### config.mk
export PLATFORM = sky130hd
export DESIGN_NAME = distance_vector_route_update
export DESIGN_NICKNAME = d
export VERILOG_FILES = /design/src/hdl/dvru_pkg.sv /design/src/hdl/distance_vector_route_update.sv /design/src/hdl/dvru_table.sv
export SDC_FILE = /design/constraint.sdc
export NUM_CORES = 1
export LEC_CHECK = 0
export BUFFER_PORTS_ARGS = -buffer_cell sky130_fd_sc_hd__buf_2
export CAP_MARGIN = 5
export CORE_ASPECT_RATIO = 1.1
export CORE_MARGIN = 5
export CORE_UTILIZATION = 59
export CTS_CLUSTER_DIAMETER = 120
export CTS_CLUSTER_SIZE = 30
export DETAILED_ROUTE_END_ITERATION = 8
export GPL_ROUTABILITY_DRIVEN = 0
export PLACE_DENSITY = 0.74
export SLEW_MARGIN = 5
export SYNTH_ARGS = -nofsm -noshare
export SYNTH_HDL_FRONTEND = slang
export SYNTH_HIERARCHICAL = 1
export SYNTH_SLANG_ARGS = --single-unit
### constraint.sdc
create_clock -name aclk -period 15.4 [get_ports aclk]
set_clock_uncertainty 0.2 [all_clocks]
set_input_delay 0 -clock aclk [delete_from_list [all_inputs] [get_ports aclk]]
set_output_delay 0 -clock aclk [all_outputs]
set_load 0.02 [all_outputs]
### src/hdl/dvru_pkg.sv
package dvru_pkg;

    // Fixed field widths
    localparam int DIST_W  = 30;
    localparam int HOP_W   = 5;
    localparam int FIELD_W = 4;
    localparam int OP_W    = 2;

    // Distance that marks an unreachable destination, and the empty next hop
    localparam logic [DIST_W-1:0] UNREACH = 30'd1000000000;
    localparam logic [HOP_W-1:0]  NO_HOP  = 5'd16;

    // Opcodes
    localparam logic [OP_W-1:0] OP_INIT = 2'd0;
    localparam logic [OP_W-1:0] OP_ADV  = 2'd1;
    localparam logic [OP_W-1:0] OP_END  = 2'd2;
    localparam logic [OP_W-1:0] OP_READ = 2'd3;

    // Write request from the update logic to the route tables
    typedef struct packed {
        logic              dist_we;
        logic              link_we;
        logic [DIST_W-1:0] dist_val;
        logic [HOP_W-1:0]  hop;
        logic [DIST_W-1:0] link;
    } tbl_wr_t;

endpackage

### src/hdl/distance_vector_route_update.sv
// Channel   Direction  Ports                                         Handshake
// s_        in         s_opcode s_dest_index s_neighbor s_value      s_valid/s_ready
// m_        out        m_distance m_next_hop m_entry_updated
//                      m_any_update                                  m_valid/m_ready
// cfg_      in         cfg_wr_data (self_id)                         cfg_wr_en
//
// For each item, the transfer cycle issues the table reads; the compute step then
// computes, writes back and loads the output register.
// The registered reads of the route and link memories set this split.
// A result held in the output register does not block the next transfer; only the
// compute cycle waits until the output register is free.
// Reset (aresetn low, synchronous) clears valid bits, flags and self_id; no sweep.
module distance_vector_route_update #(
    parameter int MAX_ROUTERS = 16
) (
    input  logic                          aclk,
    input  logic                          aresetn,
    input  logic                          cfg_wr_en,
    input  logic [dvru_pkg::FIELD_W-1:0]  cfg_wr_data,
    input  logic                          s_valid,
    output logic                          s_ready,
    input  logic [dvru_pkg::OP_W-1:0]     s_opcode,
    input  logic [dvru_pkg::FIELD_W-1:0]  s_dest_index,
    input  logic [dvru_pkg::FIELD_W-1:0]  s_neighbor,
    input  logic [dvru_pkg::DIST_W-1:0]   s_value,
    output logic                          m_valid,
    input  logic                          m_ready,
    output logic [dvru_pkg::DIST_W-1:0]   m_distance,
    output logic [dvru_pkg::HOP_W-1:0]    m_next_hop,
    output logic                          m_entry_updated,
    output logic                          m_any_update
);
    import dvru_pkg::*;

    localparam int IDX_W = $clog2(MAX_ROUTERS);

    localparam logic ST_IDLE = 1'b0;
    localparam logic ST_EXEC = 1'b1;

    logic state_reg, state_next;

    logic [FIELD_W-1:0]  self_id_reg;
    logic [OP_W-1:0]     op_reg;
    logic [FIELD_W-1:0]  dest_reg;
    logic [FIELD_W-1:0]  nb_reg;
    logic [DIST_W-1:0]   val_reg;

    logic [MAX_ROUTERS-1:0] pending_reg, pending_next;
    logic [MAX_ROUTERS-1:0] round_reg, round_next;

    logic                m_valid_reg;
    logic [DIST_W-1:0]   m_dist_reg, m_dist_next;
    logic [HOP_W-1:0]    m_hop_reg, m_hop_next;
    logic                m_upd_reg, m_upd_next;
    logic                m_any_reg, m_any_next;

    logic                s_fire, exec_fire;
    logic                dest_ok, nb_ok, self_ok;
    logic [IDX_W-1:0]    dest_addr, self_addr, rd_dest, rd_nb, wr_addr;
    logic [DIST_W-1:0]   cur_dist, cur_link;
    logic [HOP_W-1:0]    cur_hop;
    logic [DIST_W:0]     cand;
    logic                relax;
    tbl_wr_t             wr;

    assign s_ready   = (state_reg == ST_IDLE);
    assign s_fire    = s_valid && s_ready;
    assign exec_fire = (state_reg == ST_EXEC) && (!m_valid_reg || m_ready);

    // Table reads use the incoming item's indices
    assign rd_dest = IDX_W'(s_dest_index);
    assign rd_nb   = IDX_W'(s_neighbor);

    // Range checks and addresses of the item at work
    assign dest_ok   = 32'(dest_reg) < MAX_ROUTERS;
    assign nb_ok     = 32'(nb_reg) < MAX_ROUTERS;
    assign self_ok   = 32'(self_id_reg) < MAX_ROUTERS;
    assign dest_addr = IDX_W'(dest_reg);
    assign self_addr = IDX_W'(self_id_reg);

    dvru_table #(
        .DEPTH (MAX_ROUTERS)
    ) u_table (
        .aclk    (aclk),
        .aresetn (aresetn),
        .rd_en   (s_fire),
        .rd_dest (rd_dest),
        .rd_nb   (rd_nb),
        .wr_addr (wr_addr),
        .wr      (wr),
        .rd_dist (cur_dist),
        .rd_hop  (cur_hop),
        .rd_link (cur_link)
    );

    // Relaxation candidate
    assign cand  = {1'b0, cur_link} + {1'b0, val_reg};
    assign relax = dest_ok && nb_ok && (val_reg < UNREACH) && (cand < {1'b0, cur_dist});

    assign wr_addr = (op_reg == OP_END) ? self_addr : dest_addr;

    // Compute the write-back, flags and result of the item at work
    always_comb begin
        wr           = '0;
        pending_next = pending_reg;
        round_next   = round_reg;
        m_dist_next  = UNREACH;
        m_hop_next   = NO_HOP;
        m_upd_next   = 1'b0;
        m_any_next   = 1'b0;
        unique case (op_reg)
            OP_INIT: begin
                if (dest_ok) begin
                    wr.dist_we = exec_fire;
                    wr.link_we = exec_fire;
                    if (val_reg >= UNREACH) begin
                        wr.dist_val = UNREACH;
                        wr.hop      = NO_HOP;
                    end else begin
                        wr.dist_val = val_reg;
                        wr.hop      = {1'b0, dest_reg};
                    end
                    wr.link     = wr.dist_val;
                    m_dist_next = wr.dist_val;
                    m_hop_next  = wr.hop;
                end
            end
            OP_ADV: begin
                if (relax) begin
                    wr.dist_we  = exec_fire;
                    wr.dist_val = cand[DIST_W-1:0];
                    wr.hop      = {1'b0, nb_reg};
                    pending_next[dest_addr] = 1'b1;
                    m_dist_next = wr.dist_val;
                    m_hop_next  = wr.hop;
                    m_upd_next  = 1'b1;
                end else if (dest_ok) begin
                    m_dist_next = cur_dist;
                    m_hop_next  = cur_hop;
                end
            end
            OP_END: begin
                round_next   = pending_reg;
                pending_next = '0;
                m_any_next   = |pending_reg;
                if (self_ok) begin
                    wr.dist_we  = exec_fire;
                    wr.dist_val = '0;
                    wr.hop      = {1'b0, self_id_reg};
                    m_dist_next = '0;
                    m_hop_next  = wr.hop;
                    m_upd_next  = pending_reg[self_addr];
                end
            end
            OP_READ: begin
                if (dest_ok) begin
                    m_dist_next = cur_dist;
                    m_hop_next  = cur_hop;
                    m_upd_next  = round_reg[dest_addr];
                end
            end
            default: begin
                wr = '0;
            end
        endcase
    end

    // Sequence: accept, then compute once the output register is free
    always_comb begin
        state_next = state_reg;
        unique case (state_reg)
            ST_IDLE: if (s_fire) state_next = ST_EXEC;
            ST_EXEC: if (exec_fire) state_next = ST_IDLE;
            default: state_next = ST_IDLE;
        endcase
    end

    // Control state and flags
    always_ff @(posedge aclk) begin
        if (!aresetn) begin
            state_reg   <= ST_IDLE;
            self_id_reg <= '0;
            pending_reg <= '0;
            round_reg   <= '0;
            m_valid_reg <= 1'b0;
        end else begin
            state_reg <= state_next;
            if (cfg_wr_en) begin
                self_id_reg <= cfg_wr_data;
            end
            if (exec_fire) begin
                pending_reg <= pending_next;
                round_reg   <= round_next;
                m_valid_reg <= 1'b1;
            end else if (m_ready) begin
                m_valid_reg <= 1'b0;
            end
        end
    end

    // Capture the item on transfer; load the result on commit
    always_ff @(posedge aclk) begin
        if (s_fire) begin
            op_reg   <= s_opcode;
            dest_reg <= s_dest_index;
            nb_reg   <= s_neighbor;
            val_reg  <= s_value;
        end
        if (exec_fire) begin
            m_dist_reg <= m_dist_next;
            m_hop_reg  <= m_hop_next;
            m_upd_reg  <= m_upd_next;
            m_any_reg  <= m_any_next;
        end
    end

    assign m_valid         = m_valid_reg;
    assign m_distance      = m_dist_reg;
    assign m_next_hop      = m_hop_reg;
    assign m_entry_updated = m_upd_reg;
    assign m_any_update    = m_any_reg;

    // The compute cycle never overlaps a transfer
    a_no_accept_in_exec: assert property (@(posedge aclk) disable iff (!aresetn)
        (state_reg == ST_EXEC) |-> !s_ready)
        else $error("input accepted while an item is at work");

    // An end of round leaves no pending flag behind
    a_end_clears_pending: assert property (@(posedge aclk) disable iff (!aresetn)
        (exec_fire && op_reg == OP_END) |=> (pending_reg == '0))
        else $error("pending flags survive end of round");

    // Every committed item yields a result
    a_commit_gives_result: assert property (@(posedge aclk) disable iff (!aresetn)
        exec_fire |=> m_valid)
        else $error("committed item produced no result");

    // Next hop is a router index or none
    a_hop_range: assert property (@(posedge aclk) disable iff (!aresetn)
        m_valid |-> (m_next_hop <= NO_HOP))
        else $error("next hop out of range");

endmodule

### src/hdl/dvru_table.sv
module dvru_table #(
    parameter int DEPTH = 16
) (
    input  logic                         aclk,
    input  logic                         aresetn,
    input  logic                         rd_en,
    input  logic [$clog2(DEPTH)-1:0]     rd_dest,
    input  logic [$clog2(DEPTH)-1:0]     rd_nb,
    input  logic [$clog2(DEPTH)-1:0]     wr_addr,
    input  dvru_pkg::tbl_wr_t            wr,
    output logic [dvru_pkg::DIST_W-1:0]  rd_dist,
    output logic [dvru_pkg::HOP_W-1:0]   rd_hop,
    output logic [dvru_pkg::DIST_W-1:0]  rd_link
);
    import dvru_pkg::*;

    // Route memory holds distance and next hop; link memory holds link costs
    logic [DIST_W+HOP_W-1:0] route_mem [DEPTH];
    logic [DIST_W-1:0]       link_mem  [DEPTH];

    // Entries never written read as unreachable
    logic [DEPTH-1:0] route_vld_reg;
    logic [DEPTH-1:0] link_vld_reg;

    logic [DIST_W+HOP_W-1:0] route_q_reg;
    logic [DIST_W-1:0]       link_q_reg;
    logic                    route_vq_reg;
    logic                    link_vq_reg;

    // Synchronous read ports, registered on rd_en
    always_ff @(posedge aclk) begin
        if (rd_en) begin
            route_q_reg <= route_mem[rd_dest];
            link_q_reg  <= link_mem[rd_nb];
        end
        if (wr.dist_we) begin
            route_mem[wr_addr] <= {wr.dist_val, wr.hop};
        end
        if (wr.link_we) begin
            link_mem[wr_addr] <= wr.link;
        end
    end

    // Valid bits and their read copies
    always_ff @(posedge aclk) begin
        if (!aresetn) begin
            route_vld_reg <= '0;
            link_vld_reg  <= '0;
            route_vq_reg  <= 1'b0;
            link_vq_reg   <= 1'b0;
        end else begin
            if (rd_en) begin
                route_vq_reg <= route_vld_reg[rd_dest];
                link_vq_reg  <= link_vld_reg[rd_nb];
            end
            if (wr.dist_we) begin
                route_vld_reg[wr_addr] <= 1'b1;
            end
            if (wr.link_we) begin
                link_vld_reg[wr_addr] <= 1'b1;
            end
        end
    end

    // Substitute reset values for unwritten entries
    assign rd_dist = route_vq_reg ? route_q_reg[DIST_W+HOP_W-1:HOP_W] : UNREACH;
    assign rd_hop  = route_vq_reg ? route_q_reg[HOP_W-1:0] : NO_HOP;
    assign rd_link = link_vq_reg ? link_q_reg : UNREACH;

endmodule
After elaboration in Yosys (flattened, before gate mapping) --
Memory sizes are Yosys's and may differ from the RTL's. A register that Yosys moved wholly into a read port is not among the register bits. Cells that the tools add are included.
Storage, ports and cells: bits in writable memories 1040, word-level logic and storage cells 92, register bits 149, input bits 49, memories kept 2
Operators by class: mux-type cells 40, $lt $le $gt $ge 10, equal/unequal tests 4, reduce and logical (&&, ||, !) cells 14, bitwise operators 4, add/sub/neg operators 1
Memories:
- u_table.route_mem | words 16, bits a word 35, read ports 1, clocked after memory_dff 1, write ports 1, RTL line dvru_table.sv:18 | logic [DIST_W+HOP_W-1:0] route_mem [DEPTH];
- u_table.link_mem | words 16, bits a word 30, read ports 1, clocked after memory_dff 1, write ports 1, RTL line dvru_table.sv:19 | logic [DIST_W-1:0] link_mem [DEPTH];
Operators with widths (count):
- $mux 30 | 4
- $pmux 30 s4 | 1
- $pmux 35 s3 | 1
- $mux 35 | 2
- $or 16x16->16 | 3
- $pmux 16 s2 | 1
- $add 30x30->31 | 1
- $lt 31x30->1 | 1
- $ge 30x30->1 const B | 1
- $lt 30x30->1 const B | 1
- $lt 4x5->1 const B | 5
- $pmux 5 s4 | 1
- $mux 1 | 17
- $bmux 1 s4 | 4
- $mux 16 | 1
- $reduce_or 16->1 | 1
- $mux 5 | 2
- $demux 1 s4 | 2
- $ge 4x1->1 const B | 2
- $logic_and 1x1->1 | 5
- $eq 2x2->1 const B | 2
- $mux 4 | 1
- $pmux 1 s2 | 2
- $reduce_bool 2->1 | 2
- other kinds (10) | 10

Logic depth before layout (Yosys ltp) --
Gate-level depths: netlist of run 1.
depth in word-level cells 8, depth in mapped cells 25

Modules after synthesis --
Netlist of run 1, hierarchy kept.
Modules (own cells, without submodules):
- dvru_table | times used 1, cells an instance 1721, sequential area each 33862.5 µm², area an instance 42828.6 µm²
- distance_vector_route_update | times used 1, cells an instance 826, sequential area each 3072.9 µm², area an instance 7649.8 µm²

Worst setup path after synthesis of run 1 --
OpenSTA, ideal clock, no wires.
path type register to register, start point reg u_table.link_vq_reg, end point mem u_table/route_mem[8][0] (netlist bit), enable pin, period minus slack after synthesis 7.602 ns, data arrival time 6.929 ns, path buffers 2, cell stages (with the launch flop) 24, slack 7.798 ns, required time 14.727 ns, cell sequence dfxtp_1 > clkbuf_1 > and2_1 > ha_1 > fa_1 > a21o_1 > a31o_1 > a311oi_2 > a21oi_2 > a221oi_2 > o21ai_1 > xor2_1 > ha_1 > nand3_1 > nor2_1 > and3_1 > a311oi_1 > nand4b_1 > nor2_2 > nor2b_1 > buf_2 > nor2_1 > nand3b_1 > nor3_1
RTL lines:
- start: declaration | RTL line dvru_table.sv:28 | logic link_vq_reg;
- start signal: assignment | RTL line dvru_table.sv:54 | link_vq_reg <= link_vld_reg[rd_nb];
- end: declaration | RTL line dvru_table.sv:18

==> results of run 1 <==
[routing by layer]
metal | GRT usage [%] | vias to the layer above | part of all wire (%)
met5 | 0 | - | 0.011
met4 | 6.73 | 2 | 2.8
met3 | 3.01 | 197 | 8.1
met2 | 42.1 | 1294 | 51
met1 | 36.2 | 13500 | 38
li1 | - | 10600 | -
[power groups by stage]
stage / logic [mW] / registers, mW / clock network, mW
floorplan: 0.262 / 3.88 / 0
global route: 0.447 / 3.81 / 1.69
finish: 0.418 / 3.81 / 1.53
CTS: 0.417 / 3.81 / 1.56
global placement: 0.386 / 3.88 / 0
detailed placement: 0.397 / 3.88 / 0
[timing repair]
item / in CTS / in global routing
endpoints found under the hold margin: 96 / 0
hold buffers: 93 / 0
resized for setup: 0 / 0
buffers inserted: 0 / 0
[synthesized netlist by cell type (7+ instances only)]
| cell type | count | area [µm²] |
|---|---|---|
| clkbuf_1 | 64 | 240 |
| o21a_1 | 42 | 315 |
| nand3_1 | 19 | 95.1 |
| xor2_1 | 15 | 131 |
| and3_1 | 7 | 43.8 |
| nor3_1 | 21 | 105 |
| nor2b_1 | 13 | 81.3 |
| mux2i_1 | 8 | 80.1 |
| buf_6 | 21 | 236 |
| buf_2 | 39 | 195 |
| a21o_1 | 36 | 270 |
| inv_1 | 77 | 289 |
| mux4_2 | 343 | 7720 |
| nor2_1 | 56 | 210 |
| a21boi_0 | 21 | 158 |
| nand4_1 | 19 | 119 |
| o21ai_0 | 53 | 265 |
| xnor2_1 | 12 | 105 |
| ha_1 | 59 | 738 |
| o221ai_1 | 20 | 175 |
| edfxtp_1 | 1182 | 35500 |
| a21oi_1 | 33 | 165 |
| and2_1 | 48 | 300 |
| nand3b_1 | 7 | 52.6 |
| a31oi_1 | 8 | 50.1 |
| dfxtp_1 | 72 | 1440 |
| nand2b_1 | 35 | 219 |
| nand2_1 | 134 | 503 |
[final timing paths]
check / from / endpoint / slack, ps / depth (start not counted)
max reg2reg: u_table/link_vq_reg$_SDFFE_PN0P_ / u_table/route_mem[2][29]$_DFFE_PP_ / 8580 / 23
min: s_neighbor[0] / nb_reg[0]$_DFFE_PP_ / 20 / 1
max: u_table/link_vq_reg$_SDFFE_PN0P_ / u_table/route_mem[2][29]$_DFFE_PP_ / 8580 / 23
min reg2reg: round_reg[5]$_SDFFE_PN0P_ / round_reg[5]$_SDFFE_PN0P_ / 280 / 2
[worst register-to-register path, cell delays in order (launching register included)]
cell and delay [ps]:
dfxtp_1 320, buf_4 220, and2_1 200, ha_1 230, fa_1 420, a21o_1 220
a31o_1 310, a311oi_2 270, a21oi_2 150, a221oi_2 310, o21ai_1 130, xor2_1 270
ha_1 310, nand3_1 100, nor2_1 90, and3_1 200, a311oi_1 350, nand4b_1 190
nor2_2 190, nor2b_1 80, nor2_1 290, nand2_1 300, nor2_4 650, buf_4 450
[per-stage QoR]
stage,hold slack (ps),worst slack [ps]
CTS,27.0,8650
floorplan,-101,7800
detailed placement,-21.9,8690
finish,19.7,8580
global placement,-19.8,8960
global route,98.3,8340
[kinds of logic after synthesis]
logic type               count (synthesis)
AO/OA/AOI/OAI                          272
multiplexers                           352
flip-flops                            1254
buffers and inverters                  208
adder cells (fa/ha/maj)                 60
AND/OR/NAND/NOR                        374
XOR/XNOR                                27
[area by class of cell]
type | count | share of cell area, %
Sequential cell | 1254 | 67.5
Multi-Input combinational cell | 1085 | 23.4
Timing Repair Buffer | 250 | 3.51
Tap cell | 1140 | 2.61
Clock buffer | 67 | 2.37
Inverter | 78 | 0.535
Clock inverter | 1 | 0.0160
Antenna cell | 2 | 0.00915
==> results.toml, run 1 <==
[die]
die_w_um = 289
start_util_pct = 59.4
coreArea_mm2 = 0.0849
rows = 112
ios = 88
dieArea_mm2 = 0.0915
die_h_um = 317

[layout]
final_cells = 3877
seqCellArea_mm2 = 0.0369
finalNetCount = 2825
fin_util_pct = 64.4
final_layout_size_suffix_gt1_share_pct = 21.9
syn_to_final_growth_pct = 8.32
multiInputGateArea_mm2 = 0.0128
final_cell_mix = "edfxtp_1, mux4_2, nand2_1"
postLayoutCellArea_mm2 = 0.0547
largest_reg_flops = 560
final_common_cell = "edfxtp_1"
n_fill_cell = 5684

[logic_synthesis]
synth_compound_area_share_pct = 3.76
yosys.area_share.adder_pct = 1.50
ys_warn_count = 6
synth.avg_cell_area_um2 = 19.8
async_reset_ff_share_pct = 0
yosys.area_share.simple_pct = 3.66
synth_ff_type = "edfxtp_1"
syn-instance-count = 2547
synth_edf_count = 1182
ys_types = 67
synth_top_family_by_area = "multiplexers"
synth-xor-area-share_pct = 0.468
syn_nets = 2656
seq_area_frac_synth_pct = 73.2
synthMuxAreaShare_pct = 15.5
synth_seq_cells = 1254
synth.cell_area_mm2 = 0.0505

[critical_path]
path_cells = "buf_4, and2_1, ha_1, fa_1, a21o_1, a31o_1, a311oi_2, a21oi_2, a221oi_2, o21ai_1, xor2_1, ha_1, nand3_1, nor2_1, and3_1, a311oi_1, nand4b_1, nor2_2, nor2b_1, nor2_1, nand2_1, nor2_4, buf_4"
crit_path_max_fanout = 31
worst-path-buf-inv = 2
end_kind = "flop"
crit_type = "reg2reg"
required_ps = 15520
cp_data_arrival_time_ps = 6940
crit_family = "simple AND/OR/NAND/NOR gates"
slowest_stage = "nor2_4"
max_stage_delay_ps = 650
start_kind = "flop"

[global_routing]
overflow = 0
grt.total_usage_pct = 25.2
antenna_found_initial = 5
grt_pass1_vias = 25900
grt_max_degree = 79
grt_pass1_wl_um = 169000

[sta]
worst_pin_slew_ps = 1130
slew_viol_final = 0
max_slew_margin_pct = 24.2
rsz0062_at_grt = "false"
fmax_ghz = 0.147
period_share_pct = 44.3
finalHoldViolations = 0
setup_violations = 0
setup_tns_ps = 0
fin_crit_ps = 6820

[pwr]
p_int_mw = 4.54
p_comb_share_pct = 7.3
seqPwrFrac_pct = 66.1
clock_power_share_pct = 26.6
pwr_density_cell_mw_per_mm2 = 105
switchingPower_mw = 1.22
power.total_mw = 5.76
ir_drop_uv = 151
swShare_pct = 21.2
leakage_nw = 18.5

[placed_design]
portBuffers = 87
post-dp-hpwl_um = 66900
placed_cells = 3714
dpl_cell_area_mm2 = 0.0524

[clock_network]
clk_pin_slew_worst_paths_ps = 120
cts_made_buffers = 47
root_buffer = "clkbuf_16"
clock_latency_ps = 640
cts_buffer_depth = 3
htree_levels = 2
cts_tree = "yes"
cts_sinks = 1254

[routing]
ant_nets = 0
viasPerCell = 6.61
drt-total-wl_um = 114000
drt_iter0_drc = 3172
drc = 0
vias = 25600
wl_per_cell_um = 29.5
dr.pass1.iters = 6

[run_status]
status = "finished, final reports clean"

[min_path]
hp-class = "in2reg"

[flow_run]
cap_viol_max_count = 0
(Power assumes the default switching activity.)
==> run 2: changes to the inputs <==
- clock period: 15.4 -> 6.62 ns (I/O delays scaled with it)
==> run 2 against run 1 <==
Against the previous run:
- cell count rose by 0.36%
- clock-buffer cell count up 8
- register-to-register slack worse by 8300 ps
- largest cell class unchanged
- critical endpoint is now u_table/route_mem[8][23]$_DFFE_PP_
- core utilization rose by 0.18 points
- flip-flop and latch count did not move
- setup slack lost 8300 ps
- largest power group unchanged
- routed wire length fell by 2.1%
- worst hold slack gained 92 ps
- via count shrank 0.76%
- final area grew 0.27%
- first-iteration DRC count decreased by 0.60%
- critical path depth shrank 1
==> results.toml, run 2 (same netlist as run 1, synthesis figures left out) <==
[sta]
max_slew_margin_pct = 24.1
setup_violations = 0
slew_viol_final = 0
period_share_pct = 95.9
rsz0062_at_grt = "false"
setup_tns_ps = 0
worst_pin_slew_ps = 1140
fmax_ghz = 0.157
hold_slack_ps = 111
finalHoldViolations = 0
fin_crit_ps = 6350
worst_slack_ps = 270

[routing]
wl_per_cell_um = 28.7
ant_nets = 0
highest_layer = "met5"
viasPerCell = 6.53
vias = 25400
met1_length_um = 44400
dr.pass1.iters = 6
wl_met3_um = 10400
drt-total-wl_um = 112000
met2_length_um = 53900
drt_iter0_drc = 3153
drc = 0

[pwr]
leakage_nw = 18.5
p_int_mw = 10.6
clock_power_share_pct = 26.7
ir_drop_uv = 314
swShare_pct = 21.4
p_comb_share_pct = 7.4
switchingPower_mw = 2.88
pwr_density_cell_mw_per_mm2 = 245
seqPwrFrac_pct = 65.9

[critical_path]
max_stage_delay_ps = 460
end_kind = "flop"
reg2reg_depth = 22
crit_end = "u_table/route_mem[8][23]$_DFFE_PP_"
r2r-start = "u_table/link_q_reg[0]$_DFFE_PP_"
ff2ff_setup_slack_ps = 270
crit_family = "simple AND/OR/NAND/NOR gates"
start_kind = "flop"
crit_path_max_fanout = 36
crit_type = "reg2reg"
slowest_stage = "buf_4"
worst-path-buf-inv = 1
startpoint = "u_table/link_q_reg[0]$_DFFE_PP_"
cp_data_arrival_time_ps = 6430
rr_endpoint = "u_table/route_mem[8][23]$_DFFE_PP_"
required_ps = 6700
cp_num_cells = 22
path_cells = "and2_1, ha_1, fa_1, a21o_1, a31o_1, a311oi_2, a21oi_2, a221oi_2, o21ai_1, xor2_1, ha_1, nand3_1, nor2_1, and3_1, a311oi_1, nand4b_1, nor2_2, nor2b_1, nor2_2, nand3b_1, nor3_4, buf_4"

[global_routing]
grt_pass1_wl_um = 167000
grt_pass1_vias = 25600
antenna_found_initial = 4
overflow = 0
grt_max_degree = 105
grt.total_usage_pct = 24.6

[layout]
syn_to_final_growth_pct = 8.62
final_cells = 3891
final_cell_mix = "edfxtp_1, mux4_2, nand2_1"
final_common_cell = "edfxtp_1"
n_fill_cell = 5617
finalNetCount = 2833
n_antenna_cell = 0
largest_reg_flops = 560
final_layout_size_suffix_gt1_share_pct = 22.2

[placed_design]
portBuffers = 87
dpl_worst_slack_ps = 163
placed_cells = 3723
post-dp-hpwl_um = 70600

[clock_network]
cts_tree = "yes"
cts_sinks = 1254
cts_buffer_depth = 3
cts_made_buffers = 47
clk_pin_slew_worst_paths_ps = 120
root_buffer = "clkbuf_16"
htree_levels = 2
cts_setup_buffers = 0
clock_latency_ps = 640

[die]
die_h_um = 317
die_w_um = 289
start_util_pct = 59.4
coreArea_mm2 = 0.0849
rows = 112
dieArea_mm2 = 0.0915
ios = 88

[min_path]
hp-class = "in2reg"

[run_status]
status = "finished, final reports clean"

[flow_run]
cap_viol_max_count = 0
[run 2: cell count changes in the layout (fill, tap and decap cells not counted), sizes merged]
cell / previous run / this run
dlygate4sd3: 93 / 92
diode: 2 / 0
clkinv: 1 / 0
buf: 156 / 165
clkbuf: 68 / 76
inv: 78 / 79
[run 2: power by group through the flow]
stage                     logic [mW]  clock network [mW]  registers, mW
after global placement         0.921                   0           9.03
after detailed placement       0.943                   0           9.04
after floorplan                0.611                   0           9.02
final                          0.996                3.59           8.86
after global routing            1.06                3.97           8.87
after CTS                      0.990                3.66           8.86
[run 2: cell type report]
| cell class | instances | area (µm²) | share of cell area (%) |
|---|---|---|---|
| clock buffer | 75 | 1310 | 2.39 |
| clock inverter | 1 | 8.76 | 0.0160 |
| inverter | 78 | 293 | 0.534 |
| multi-input combinational | 1085 | 12800 | 23.4 |
| sequential | 1254 | 36900 | 67.4 |
| tap | 1140 | 1430 | 2.60 |
| timing repair buffer | 258 | 2020 | 3.69 |
[run 2: tightest hold or removal path, stage by stage]
cell and delay, ps:
buf_6 300, mux2i_1 330, nor2_1 150, a211o_1 100
[run 2: stage by stage]
step	power, mW	util (%)	cell area (µm²)
after floorplan	9.63	-	50500
after global placement	9.95	61.9	52600
after detailed placement	9.98	61.9	52600
after CTS	13.5	64.5	54800
after global routing	13.9	64.6	54800
final	13.4	64.6	54800
[run 2: worst min-delay path by stage]
stage | start | endpoint | cells after the start | slack [ps]
floorplan | s_dest_index[0] | dest_addr[0]$_DFFE_PP_ | 0 | -100
global placement | s_value[17] | val_reg[17]$_DFFE_PP_ | 1 | -20
detailed placement | s_value[21] | val_reg[21]$_DFFE_PP_ | 1 | -20
CTS | s_dest_index[1] | u_table/route_vq_reg$_SDFFE_PN0P_ | 4 | 160
global route | s_dest_index[1] | u_table/route_vq_reg$_SDFFE_PN0P_ | 4 | 160
finish | s_dest_index[1] | u_table/route_vq_reg$_SDFFE_PN0P_ | 4 | 110
[run 2: repair_timing]
action | in CTS | in global routing
gates resized for setup | 0 | 5
endpoints found under the hold margin | 126 | 0
setup endpoints to repair | 0 | 518
hold buffers | 92 | 0
[run 2: layer usage]
layer	track usage [%]	vias up
met1	37.2	13300
met5	0	-
li1	-	10700
met4	5.90	2
met3	3.84	183
met2	39.0	1265
